<file path="src/rtl/core/assert_macros.svh">
// Assertion macros used by the top-level RTL file of the frame header decoder.
// Depends on nothing; the checks compile away when SYNTHESIS is defined.
`ifndef ASSERT_MACROS_SVH
`define ASSERT_MACROS_SVH
`ifndef SYNTHESIS
// Same-cycle implication, checked at every rising edge outside reset.
`define CHK_IMPLY(label, clk, rst, ante, cons) \
  label: assert property (@(posedge clk) disable iff (rst) (ante) |-> (cons)) \
    else $error("same-cycle check failed");
// Next-cycle implication, checked at every rising edge outside reset.
`define CHK_NEXT(label, clk, rst, ante, cons) \
  label: assert property (@(posedge clk) disable iff (rst) (ante) |=> (cons)) \
    else $error("next-cycle check failed");
`else
`define CHK_IMPLY(label, clk, rst, ante, cons)
`define CHK_NEXT(label, clk, rst, ante, cons)
`endif
`endif

</file>
<file path="src/rtl/core/mafhd_pkg.sv">
// Types, codes, lookup tables and helper functions of the frame header decoder.
// Depends on nothing; every module of the block uses it.
package mafhd_pkg;

  localparam logic [10:0] SYNC_PATTERN = 11'h7ff;

  localparam logic [1:0] VER_25   = 2'd0;
  localparam logic [1:0] VER_RSVD = 2'd1;
  localparam logic [1:0] VER_2    = 2'd2;
  localparam logic [1:0] VER_1    = 2'd3;

  localparam logic [1:0] LAY_RSVD = 2'd0;
  localparam logic [1:0] LAY_3    = 2'd1;
  localparam logic [1:0] LAY_2    = 2'd2;
  localparam logic [1:0] LAY_1    = 2'd3;

  // floor(160 * p / 147) == (p * RECIP_147) >> RECIP_SHIFT for every p below 2048.
  localparam int unsigned RECIP_SHIFT = 20;
  localparam logic [20:0] RECIP_147 = 21'(((160 << RECIP_SHIFT) + 146) / 147);

  // Rows: MPEG1 L1, MPEG1 L2, MPEG1 L3, MPEG2/2.5 L1, MPEG2/2.5 L2 and L3.
  localparam logic [8:0] BR_TAB [5][16] = '{
    '{9'd0, 9'd32, 9'd64, 9'd96, 9'd128, 9'd160, 9'd192, 9'd224,
      9'd256, 9'd288, 9'd320, 9'd352, 9'd384, 9'd416, 9'd448, 9'd0},
    '{9'd0, 9'd32, 9'd48, 9'd56, 9'd64, 9'd80, 9'd96, 9'd112,
      9'd128, 9'd160, 9'd192, 9'd224, 9'd256, 9'd320, 9'd384, 9'd0},
    '{9'd0, 9'd32, 9'd40, 9'd48, 9'd56, 9'd64, 9'd80, 9'd96,
      9'd112, 9'd128, 9'd160, 9'd192, 9'd224, 9'd256, 9'd320, 9'd0},
    '{9'd0, 9'd32, 9'd48, 9'd56, 9'd64, 9'd80, 9'd96, 9'd112,
      9'd128, 9'd144, 9'd160, 9'd176, 9'd192, 9'd224, 9'd256, 9'd0},
    '{9'd0, 9'd8, 9'd16, 9'd24, 9'd32, 9'd40, 9'd48, 9'd56,
      9'd64, 9'd80, 9'd96, 9'd112, 9'd128, 9'd144, 9'd160, 9'd0}
  };

  // MPEG1 sample rates; the other versions divide them by two or four.
  localparam logic [15:0] FS_BASE [4] = '{16'd44100, 16'd48000, 16'd32000, 16'd0};

  typedef enum logic [1:0] {
    RC_48K,
    RC_32K,
    RC_44K
  } rate_cls_t;

  typedef struct packed {
    logic [1:0] ver;
    logic [1:0] lay;
    logic [1:0] chmode;
    logic [1:0] emph;
    logic       crc;
    logic       pad;
    logic       copy;
    logic       orig;
  } hdr_t;

  // Decode stage output.
  typedef struct packed {
    logic       v;
    logic       ok;
    hdr_t       h;
    logic [8:0] br;
    logic [15:0] fs;
    logic [3:0] k;
    rate_cls_t  cls;
    logic [2:0] pad_add;
  } dec_t;

  // Scaled bitrate stage.
  typedef struct packed {
    logic        v;
    logic        ok;
    hdr_t        h;
    logic [8:0]  br;
    logic [15:0] fs;
    rate_cls_t   cls;
    logic [2:0]  pad_add;
    logic [10:0] p;
  } mul_t;

  // Reciprocal product stage.
  typedef struct packed {
    logic        v;
    logic        ok;
    hdr_t        h;
    logic [8:0]  br;
    logic [15:0] fs;
    rate_cls_t   cls;
    logic [2:0]  pad_add;
    logic [10:0] p;
    logic [31:0] prod;
  } prd_t;

  function automatic logic [8:0] bitrate_lookup(input logic [1:0] ver,
                                                input logic [1:0] lay,
                                                input logic [3:0] idx);
    logic [8:0] r;
    r = '0;
    if (lay != LAY_RSVD && ver != VER_RSVD) begin
      if (ver == VER_1) begin
        case (lay)
          LAY_1:   r = BR_TAB[0][idx];
          LAY_2:   r = BR_TAB[1][idx];
          default: r = BR_TAB[2][idx];
        endcase
      end else if (lay == LAY_1) begin
        r = BR_TAB[3][idx];
      end else begin
        r = BR_TAB[4][idx];
      end
    end
    return r;
  endfunction

  function automatic logic [1:0] fs_shift(input logic [1:0] ver);
    logic [1:0] s;
    case (ver)
      VER_1:   s = 2'd0;
      VER_2:   s = 2'd1;
      default: s = 2'd2;
    endcase
    return s;
  endfunction

  function automatic logic [15:0] fs_lookup(input logic [1:0] ver, input logic [1:0] idx);
    logic [15:0] r;
    r = '0;
    if (ver != VER_RSVD) begin
      r = FS_BASE[idx] >> fs_shift(ver);
    end
    return r;
  endfunction

  function automatic rate_cls_t rate_class(input logic [1:0] idx);
    rate_cls_t c;
    case (idx)
      2'd0:    c = RC_44K;
      2'd1:    c = RC_48K;
      default: c = RC_32K;
    endcase
    return c;
  endfunction

  // Frame length = samples*125*br/fs = k*br scaled by 48000/base, where base is
  // the MPEG1 rate of the same index.
  function automatic logic [3:0] scale_k(input logic [1:0] ver, input logic [1:0] lay);
    logic [3:0] k;
    case (lay)
      LAY_1:   k = 4'd1 << fs_shift(ver);
      LAY_2:   k = 4'd3 << fs_shift(ver);
      LAY_3:   k = (ver == VER_25) ? 4'd6 : 4'd3;
      default: k = 4'd0;
    endcase
    return k;
  endfunction

endpackage

</file>
<file path="src/rtl/core/mpeg_audio_frame_header_decoder.sv">
// Top level of the MPEG audio frame header decoder: decode and length stages
// plus the output register. Depends on mafhd_pkg, mafhd_decode, mafhd_len, assert_macros.svh.
//
//  Channel   Handshake            Payload
//  input     start (busy low)     header_word
//  result    done (one cycle)     valid_res ... frame_bytes
//
// A header word is taken in every cycle; busy never rises.
// Each result reaches the ports in order, through four register stages: decode,
// bitrate scaling, reciprocal multiply, and the length select that feeds the
// output register.
// Reset clears only the stage valid bits; results in flight are dropped.
`include "assert_macros.svh"
module mpeg_audio_frame_header_decoder (
  input  logic        clk,
  input  logic        rst,
  input  logic        start,
  output logic        busy,
  input  logic [31:0] header_word,
  output logic        done,
  output logic        valid_res,
  output logic [1:0]  version_code,
  output logic [1:0]  layer_code,
  output logic [1:0]  channel_mode,
  output logic [1:0]  emphasis,
  output logic        crc_flag,
  output logic        padding_flag,
  output logic        copyright_flag,
  output logic        original_flag,
  output logic [8:0]  bitrate_kbps,
  output logic [15:0] sample_rate_hz,
  output logic [11:0] frame_bytes
);

  localparam int unsigned PIPE_LAT = 4;

  mafhd_pkg::dec_t dec_q;
  mafhd_pkg::prd_t prd_q;
  logic [12:0]     p_x3;
  logic [11:0]     quo;
  logic [11:0]     len;

  assign busy = 1'b0;

  mafhd_decode u_decode (
    .clk   (clk),
    .rst   (rst),
    .in_v  (start & ~busy),
    .word  (header_word),
    .dec_q (dec_q)
  );

  mafhd_len u_len (
    .clk   (clk),
    .rst   (rst),
    .dec_q (dec_q),
    .prd_q (prd_q)
  );

  always_comb begin
    p_x3 = {2'b00, prd_q.p} + {1'b0, prd_q.p, 1'b0};
    case (prd_q.cls)
      mafhd_pkg::RC_48K: quo = {1'b0, prd_q.p};
      mafhd_pkg::RC_32K: quo = p_x3[12:1];
      mafhd_pkg::RC_44K: quo = prd_q.prod[mafhd_pkg::RECIP_SHIFT +: 12];
      default:           quo = '0;
    endcase
    len = quo + {9'd0, prd_q.pad_add};
  end

  always_ff @(posedge clk) begin
    if (rst) begin
      done <= 1'b0;
    end else begin
      done <= prd_q.v;
    end
  end

  // An invalid header shows every field as zero.
  always_ff @(posedge clk) begin
    if (prd_q.ok) begin
      valid_res      <= 1'b1;
      version_code   <= prd_q.h.ver;
      layer_code     <= prd_q.h.lay;
      channel_mode   <= prd_q.h.chmode;
      emphasis       <= prd_q.h.emph;
      crc_flag       <= prd_q.h.crc;
      padding_flag   <= prd_q.h.pad;
      copyright_flag <= prd_q.h.copy;
      original_flag  <= prd_q.h.orig;
      bitrate_kbps   <= prd_q.br;
      sample_rate_hz <= prd_q.fs;
      frame_bytes    <= len;
    end else begin
      valid_res      <= 1'b0;
      version_code   <= '0;
      layer_code     <= '0;
      channel_mode   <= '0;
      emphasis       <= '0;
      crc_flag       <= 1'b0;
      padding_flag   <= 1'b0;
      copyright_flag <= 1'b0;
      original_flag  <= 1'b0;
      bitrate_kbps   <= '0;
      sample_rate_hz <= '0;
      frame_bytes    <= '0;
    end
  end

  `CHK_IMPLY(a_latency, clk, rst, done, $past(start, PIPE_LAT))
  `CHK_NEXT(a_stage_to_out, clk, rst, prd_q.v && prd_q.ok, done && valid_res)
  `CHK_IMPLY(a_valid_nonzero, clk, rst, done && valid_res, (frame_bytes != '0) && (bitrate_kbps != '0) && (sample_rate_hz != '0))
  `CHK_IMPLY(a_invalid_zero, clk, rst, done && !valid_res, (frame_bytes == '0) && (bitrate_kbps == '0) && (sample_rate_hz == '0))

endmodule

</file>
<file path="src/rtl/core/mafhd_decode.sv">
// Decode stage: splits the header word, checks sync and looks up the rates.
// Depends on mafhd_pkg.
module mafhd_decode (
  input  logic              clk,
  input  logic              rst,
  input  logic              in_v,
  input  logic [31:0]       word,
  output mafhd_pkg::dec_t   dec_q
);

  mafhd_pkg::hdr_t h;
  logic [8:0]      br;
  logic [15:0]     fs;
  logic            ok;

  always_comb begin
    h.ver    = word[20:19];
    h.lay    = word[18:17];
    h.crc    = word[16];
    h.pad    = word[9];
    h.chmode = word[7:6];
    h.copy   = word[3];
    h.orig   = word[2];
    h.emph   = word[1:0];
    br = mafhd_pkg::bitrate_lookup(h.ver, h.lay, word[15:12]);
    fs = mafhd_pkg::fs_lookup(h.ver, word[11:10]);
    ok = (word[31:21] == mafhd_pkg::SYNC_PATTERN) && (br != '0) && (fs != '0);
  end

  always_ff @(posedge clk) begin
    if (rst) begin
      dec_q.v <= 1'b0;
    end else begin
      dec_q.v <= in_v;
    end
    dec_q.ok      <= ok;
    dec_q.h       <= h;
    dec_q.br      <= br;
    dec_q.fs      <= fs;
    dec_q.k       <= mafhd_pkg::scale_k(h.ver, h.lay);
    dec_q.cls     <= mafhd_pkg::rate_class(word[11:10]);
    // A Layer I slot is four bytes, the other layers use one byte.
    dec_q.pad_add <= h.pad ? ((h.lay == mafhd_pkg::LAY_1) ? 3'd4 : 3'd1) : 3'd0;
  end

endmodule

</file>
<file path="src/rtl/core/mafhd_len.sv">
// Length arithmetic stages: scales the bitrate, then multiplies by the
// reciprocal used for the 44.1 kHz family. Depends on mafhd_pkg.
module mafhd_len (
  input  logic            clk,
  input  logic            rst,
  input  mafhd_pkg::dec_t dec_q,
  output mafhd_pkg::prd_t prd_q
);

  mafhd_pkg::mul_t mul_q;

  always_ff @(posedge clk) begin
    if (rst) begin
      mul_q.v <= 1'b0;
      prd_q.v <= 1'b0;
    end else begin
      mul_q.v <= dec_q.v;
      prd_q.v <= mul_q.v;
    end

    mul_q.ok      <= dec_q.ok;
    mul_q.h       <= dec_q.h;
    mul_q.br      <= dec_q.br;
    mul_q.fs      <= dec_q.fs;
    mul_q.cls     <= dec_q.cls;
    mul_q.pad_add <= dec_q.pad_add;
    mul_q.p       <= {2'b00, dec_q.br} * {7'b0000000, dec_q.k};

    prd_q.ok      <= mul_q.ok;
    prd_q.h       <= mul_q.h;
    prd_q.br      <= mul_q.br;
    prd_q.fs      <= mul_q.fs;
    prd_q.cls     <= mul_q.cls;
    prd_q.pad_add <= mul_q.pad_add;
    prd_q.p       <= mul_q.p;
    prd_q.prod    <= {21'd0, mul_q.p} * {11'd0, mafhd_pkg::RECIP_147};
  end

endmodule

</file>
<file path="config.mk">
export PLATFORM = sky130hd
export DESIGN_NAME = mpeg_audio_frame_header_decoder
export DESIGN_NICKNAME = d
export VERILOG_FILES = /design/src/rtl/core/mafhd_pkg.sv /design/src/rtl/core/mpeg_audio_frame_header_decoder.sv /design/src/rtl/core/mafhd_decode.sv /design/src/rtl/core/mafhd_len.sv
export VERILOG_INCLUDE_DIRS = /design/src /design/src/rtl/core
export SDC_FILE = /design/constraint.sdc
export NUM_CORES = 1
export LEC_CHECK = 0
export CAP_MARGIN = 0
export CORE_ASPECT_RATIO = 1.4
export CORE_MARGIN = 4
export CORE_UTILIZATION = 63
export DETAILED_ROUTE_END_ITERATION = 7
export DONT_BUFFER_PORTS = 1
export MAX_ROUTING_LAYER = met4
export PLACE_DENSITY = 0.81
export SLEW_MARGIN = 25
export SYNTH_ARGS = -nofsm -noshare
export SYNTH_HDL_FRONTEND = slang
export SYNTH_SLANG_ARGS = --single-unit
</file>
<file path="constraint.sdc">
create_clock -name clk -period 5.3 [get_ports clk]
set_clock_uncertainty 0.1 [all_clocks]
set_input_delay 0.53 -clock clk [delete_from_list [all_inputs] [get_ports clk]]
set_output_delay 0.53 -clock clk [all_outputs]
set_load 0.03 [all_outputs]
</file>
-- Yosys cells after proc, flatten, opt, wreduce, memory -nomap -nowiden
Memories as Yosys holds them, arrays and structs flattened.
Index checks and enable logic that the tools add are counted.
- flip-flop bits (word level): 239
- bits in read-only memories: 720
- input port bits: 35
- output and inout bits: 52
- memories: 5
- memories (memory ; words ; bits a word ; read ports ; clocked after memory_dff ; write ports ; RTL line ; text):
    (no name shown) ; 16 ; 9 ; 1 ; 0 ; 0 ; mafhd_pkg.sv:101 ; LAY_2: r = BR_TAB[1][idx];
    (no name shown) ; 16 ; 9 ; 1 ; 0 ; 0 ; mafhd_pkg.sv:102 ; default: r = BR_TAB[2][idx];
    (no name shown) ; 16 ; 9 ; 1 ; 0 ; 0 ; mafhd_pkg.sv:105 ; r = BR_TAB[3][idx];
    (no name shown) ; 16 ; 9 ; 1 ; 0 ; 0 ; mafhd_pkg.sv:107 ; r = BR_TAB[4][idx];
    (no name shown) ; 16 ; 9 ; 1 ; 0 ; 0 ; mafhd_pkg.sv:100 ; LAY_1: r = BR_TAB[0][idx];
- add/subtract/negate cells: 2
- $mul: 2
- magnitude comparators: 2
- equal/unequal tests: 10
- shift-type cells: 3
- multiplexer cells: 28
- bitwise logic cells: 2
- reductions and logical operators: 9
- operator list (cell ; number):
    9-bit 2-to-1 mux ; 13
    16-bit 2-to-1 mux ; 3
    12-bit one-hot mux with 3 select lines ; 1
    16-bit binary-select mux with 2-bit select ; 1
    11-bit by 19-bit multiplier with 30-bit output (second input constant) ; 1
    9-bit one-hot mux with 2 select lines ; 1
    16-bit nonzero test ; 1
    16-bit by 2-bit right shift with 16-bit output ; 1
    11-bit by 12-bit adder with 13-bit output ; 1
    12-bit by 3-bit adder with 12-bit output ; 1
    4-bit one-hot mux with 3 select lines ; 1
    11-bit == test (second input constant) ; 1
    9-bit by 4-bit multiplier with 11-bit output ; 1
    2-bit == test (second input constant) ; 5
    9-bit nonzero test ; 1
    2-bit one-hot mux with 2 select lines ; 2
    2-bit by 1-bit == test with 1-bit output (second input constant) ; 3
    2-bit zero test ; 3
    2-bit 2-to-1 mux ; 3
    3-bit 2-to-1 mux ; 2
    5-bit >= comparator (second input constant) ; 1
    4-bit NOT with 5-bit output ; 1
    1-bit by 2-bit left shift with 4-bit output (first input constant) ; 1
    2-bit by 2-bit left shift with 4-bit output (first input constant) ; 1
    other kinds (6) ; 8

-- Depth between registers and ports, before layout
- depth in word-level cells: 10
- mapped depth: 18
- depth with buffers taken out: 18

-- Modules after synthesis
A second synthesis with hierarchy kept.
- cells, all modules: 1174
- area, all modules: 12171.7 µm²
- modules (own cells, without submodules) (module ; instances ; cells each ; area each (µm²) ; seq. area each (µm²)):
    mafhd_len ; 1 ; 684 ; 7549.7 ; 2782.7
    mpeg_audio_frame_header_decoder ; 1 ; 259 ; 2501.1 ; 1021.0
    mafhd_decode ; 1 ; 231 ; 2120.8 ; 880.8

-- Worst setup path before layout
Ideal clock, no wire load.
- path type: reg-to-reg
- start: register u_len.mul_q[9] (netlist name)
- end: register u_len.prd_q[30] (netlist name)
- library setup time: 0.072 ns
- arrival: 4.396 ns
- slack: 0.732 ns
- stages on the path, launching flop included: 17
- clock period less this slack: 4.568 ns
- cell sequence: dfxtp_1 -> fa_1 -> inv_1 -> fa_1 -> fa_1 -> inv_1 -> ha_1 -> ha_1 -> ha_1 -> a211oi_1 -> nand2_1 -> a31oi_1 -> o31ai_1 -> a41o_1 -> o2111a_1 -> a211oi_2 -> xnor2_1
- cells in the longest elaborated chain, start to end: 1
- ends and longest elaborated chain (item ; RTL line ; text):
    start: declaration ; mafhd_len.sv:10 ; mafhd_pkg::mul_t mul_q;
    11-bit by 19-bit multiplier with 30-bit output ; mafhd_len.sv:36 ; prd_q.prod <= {21'd0, mul_q.p} * {11'd0, mafhd_pkg::RECIP_147};
No other way between the ends.
A chain may end at the register's enable or synchronous reset.

-- Final worst setup path
- start: register u_len.mul_q[10] (netlist name)
- end: register u_len.prd_q[30] (netlist name)
- cells in the longest elaborated chain, start to end: 1
- ends and longest elaborated chain (item ; RTL line):
    11-bit by 19-bit multiplier with 30-bit output ; mafhd_len.sv:36
No other way between the ends.

==> impl_metrics.env <==
export IMPL_status="complete, no violations"
export IMPL_gp_congestion=0.927
export IMPL_antenna_found_initial=0
export IMPL_drt_total_wl_mm=17.6
export IMPL_post_drt_wl_per_cell_microns=16.7
export IMPL_cts_tree="yes"
export IMPL_worstSetupEndpointType="flip-flop"
export IMPL_post_route_min_period_ns=5.01
export IMPL_fill_cells=924
export IMPL_crit_family="adder cells"
export IMPL_setup_violations=0
export IMPL_hold_violations=0
export IMPL_fin_tns_setup_ns=0
export IMPL_num_rows=51
export IMPL_synth_top_area_frac=0.443
export IMPL_worstPathRequired_ns=5.56
export IMPL_finalCritPeriodShare=0.946
export IMPL_layout_area_seq_sq_um=4000
export IMPL_die_area_sq_um=16300
export IMPL_grt_overflow_total=0
export IMPL_rsz0062_at_grt="false"
export IMPL_clkTransAtPathRegs_ns=0.08
export IMPL_clock_latency_ns=0.44
export IMPL_numPortBuffers=0
export IMPL_ys_seq_area_frac=0.443
export IMPL_hpwlAfterDp_mm=13.0
export IMPL_synth_seq_cells=200
export IMPL_fmax_ghz=0.200
export IMPL_final_nets=1048
export IMPL_layout_drive_gt1_share=0.0562
export IMPL_drc=0
export IMPL_finalMaxSlewViolations=0
export IMPL_yosysWarningCount=0
export IMPL_p_per_area_nw_per_um2=451
export IMPL_synthTopCellsByArea="dfxtp_1 (44%), ha_1 (16%), fa_1 (8.4%)"
export IMPL_yosysUniqueCellTypes=65
export IMPL_crit_fanout=7
export IMPL_r2r_end="u_len.prd_q[30]$_DFF_P_"
export IMPL_firstDrtPassIters=5
export IMPL_worstSetupPathDepth=16
export IMPL_drt_initial_drc_count=397
export IMPL_grt_pass1_wl_mm=28.6
export IMPL_postRouteAntennaNets=0
export IMPL_async_reset_ff_frac=0
export IMPL_numCtsBuffers=17
export IMPL_clockRootBuffer="clkbuf_16"
export IMPL_grt_pass1_vias=6190
export IMPL_diodes=0
export IMPL_crit_type="flip-flop to flip-flop"
export IMPL_worstPathCellList="fa_1 -> inv_1 -> fa_1 -> fa_1 -> inv_1 -> ha_1 -> ha_1 -> ha_1 -> a211oi_1 -> nand2_1 -> a31oi_1 -> o31ai_1 -> a41o_1 -> o2111a_1 -> a211oi_2 -> xnor2_1"
export IMPL_arrival_ns=5.27
export IMPL_r2r_start="u_len.mul_q[10]$_DFF_P_"
export IMPL_critPathLaunch="u_len.mul_q[10]$_DFF_P_"
export IMPL_die_height_microns=150
export IMPL_cts_buffer_depth=2
export IMPL_vias_per_cell=5.66
export IMPL_syn_area_sq_um=9030
export IMPL_reg2reg_slack_ns=0.29
export IMPL_leakagePower_uw=0.00477
export IMPL_clock_sinks=200
export IMPL_coreArea_sq_um=14000
export IMPL_vias=5983
export IMPL_critPathBufInv=2
export IMPL_crit_slowest_cell="fa_1"
export IMPL_min_from="header_word[20]"
export IMPL_postCtsSetupBuffers=0
export IMPL_area_growth_pct=9.20
export IMPL_start_util=0.646
export IMPL_whs_ns=0.0117
export IMPL_track_usage=0.226
export IMPL_worst_slew_pin_slew_ns=0.646
export IMPL_synth_avg_cell_area_sq_um=10.6
export IMPL_cpPeakStageDelay_ns=0.57
export IMPL_ctsResizeCount=0
export IMPL_ctsHtreeMaxLevel=4
export IMPL_startpoint_type="flip-flop"
export IMPL_ir_drop_mv=0.237
export IMPL_syn_inst=855
export IMPL_multi_input_area_sq_um=4600
export IMPL_synth_edff_count=0
export IMPL_reg2reg_depth=16
export IMPL_max_slew_margin=0.568
export IMPL_ys_flop_type="dfxtp_1"
export IMPL_grt_max_degree=48
export IMPL_synth_top_area_cell="dfxtp_1"
export IMPL_pin_count=87
export IMPL_hp_class="input port to flip-flop"
export IMPL_cp_endpoint="u_len.prd_q[30]$_DFF_P_"
export IMPL_die_w_microns=109
export IMPL_cap_violations=0
export IMPL_total_power_uw=4440
==> routing by layer <==
layer / GRT usage / wire length [microns] / vias to the layer above
li1: - / - / 2871
met1: 0.242 / 6740 / 2884
met2: 0.403 / 9580 / 187
met3: 0.0509 / 837 / 41
met4: 0.0848 / 480 / 0
met5: - / 0 / -
==> kinds of logic (layout without fill, tap and decap cells) <==
family,count (synthesis),after routing,synth area share
buffers and inverters,111,124,0.0488
flip-flops,200,200,0.443
AO/OA/AOI/OAI,136,136,0.0970
adder cells (fa/ha/maj),154,154,0.245
other,1,5,0.000415
AND/OR/NAND/NOR,213,213,0.123
XOR/XNOR,26,26,0.0252
multiplexers,14,14,0.0172
==> timing repair <==
item	CTS	global route
endpoints found under the setup margin	0	0
hold buffers	0	4
hold endpoints to repair	0	4
==> cells in the final DEF (no fill, tap or decap), types with 3 or more instances in the layout <==
cell type | netlist | final
a21o_1 | 14 | 14
dfxtp_1 | 200 | 200
xnor2_1 | 16 | 16
dlygate4sd3_1 | 0 | 4
nor2b_1 | 7 | 7
a21oi_1 | 36 | 36
inv_8 | 0 | 3
o22ai_1 | 6 | 6
a22o_1 | 3 | 3
a311oi_1 | 3 | 3
nand3_1 | 20 | 20
o21bai_1 | 3 | 3
clkinv_8 | 0 | 3
and2_1 | 62 | 62
o21a_1 | 3 | 3
inv_1 | 85 | 85
conb_1 | 1 | 5
clkbuf_16 | 0 | 17
nor3_1 | 8 | 8
fa_1 | 38 | 38
nand2_1 | 49 | 49
xor2_1 | 10 | 10
nand4_1 | 8 | 8
and3_1 | 8 | 8
buf_4 | 6 | 3
ha_1 | 116 | 116
o211ai_1 | 4 | 4
nand2b_1 | 3 | 3
o21ai_0 | 33 | 33
nor2_1 | 36 | 36
inv_12 | 0 | 6
mux2i_1 | 11 | 11
a31oi_1 | 7 | 7
==> worst register-to-register path, cell delays in order (launching register included) <==
cell and delay (ns):
dfxtp_1 0.53, fa_1 0.51, inv_1 0.10, fa_1 0.44, fa_1 0.57, inv_1 0.05, ha_1 0.29, ha_1 0.29
ha_1 0.33, a211oi_1 0.23, nand2_1 0.12, a31oi_1 0.18, o31ai_1 0.15, a41o_1 0.32, o2111a_1 0.28, a211oi_2 0.30
xnor2_1 0.17
==> layout make-up <==
class | count | share of cell area
inverter | 85 | 0.0324
clock inverter | 15 | 0.0221
multi-input combinational | 548 | 0.467
clock buffer | 17 | 0.0431
tap | 185 | 0.0235
sequential | 200 | 0.406
timing repair buffer | 7 | 0.00634
==> per-stage QoR <==
stage / util / setup WS, ns / instance area, sq um / cells
global placement: 0.657 / 0.492 / 9180 / 1021
global route: 0.706 / 0.00491 / 9860 / 1057
floorplan: - / 0.732 / 9050 / 859
finish: 0.706 / 0.289 / 9860 / 1057
CTS: 0.703 / 0.287 / 9820 / 1053
detailed placement: 0.657 / 0.360 / 9180 / 1021
==> synth_stat cells, types with 2 or more instances <==
master	n
dfxtp_1	200
o21a_1	3
a311oi_1	3
a21boi_0	2
and2b_1	2
o21ai_0	33
fa_1	38
buf_4	6
and2_1	62
nor2_1	36
ha_1	116
a21oi_1	36
mux2_2	2
nand2b_1	3
nand2_1	49
nor2b_1	7
xnor2_1	16
nor3_1	8
a21o_1	14
a31oi_1	7
a21oi_2	2
o22ai_1	6
and3_1	8
a22o_1	3
o211ai_1	4
mux2i_1	11
nand3_1	20
clkbuf_1	17
o21bai_1	3
inv_1	85
nand4_1	8
xor2_1	10
buf_1	2
or2_2	2
==> how the worst min path moves through the flow <==
stage / endpoint / slack, ns / cells past startpoint
2_1_floorplan: u_len.mul_q[11]$_DFF_P_ / 0.21 / 0
3_3_place_gp: u_len.mul_q[52]$_DFF_P_ / 0.21 / 0
3_5_place_dp: u_len.prd_q[61]$_DFF_P_ / 0.21 / 0
4_1_cts: u_decode.dec_q[39]$_DFF_P_ / 0.002 / 0
5_1_grt: u_decode.dec_q[34]$_DFF_P_ / -0.003 / 0
6_report: u_decode.dec_q[45]$_DFF_P_ / 0.01 / 0
==> sequential cells by signal, indices dropped and copies added (netlist names) <==
| register | flops |
|---|---|
| channel_mode | 2 |
| u_decode.dec_q | 44 |
| emphasis | 2 |
| u_len.prd_q | 60 |
| crc_flag | 1 |
| layer_code | 2 |
| bitrate_kbps | 6 |
| copyright_flag | 1 |
| valid_res | 1 |
| sample_rate_hz | 16 |
| version_code | 2 |
| original_flag | 1 |
| frame_bytes | 12 |
| done | 1 |
| u_len.mul_q | 48 |
| padding_flag | 1 |
==> power breakdown <==
part / total [uW] / internal, uW / switching [uW]
registers: 1700 / 1620 / 73.1
clock network: 1360 / 671 / 686
logic: 1390 / 572 / 819
Note: power is estimated with default switching activity, not from simulation.
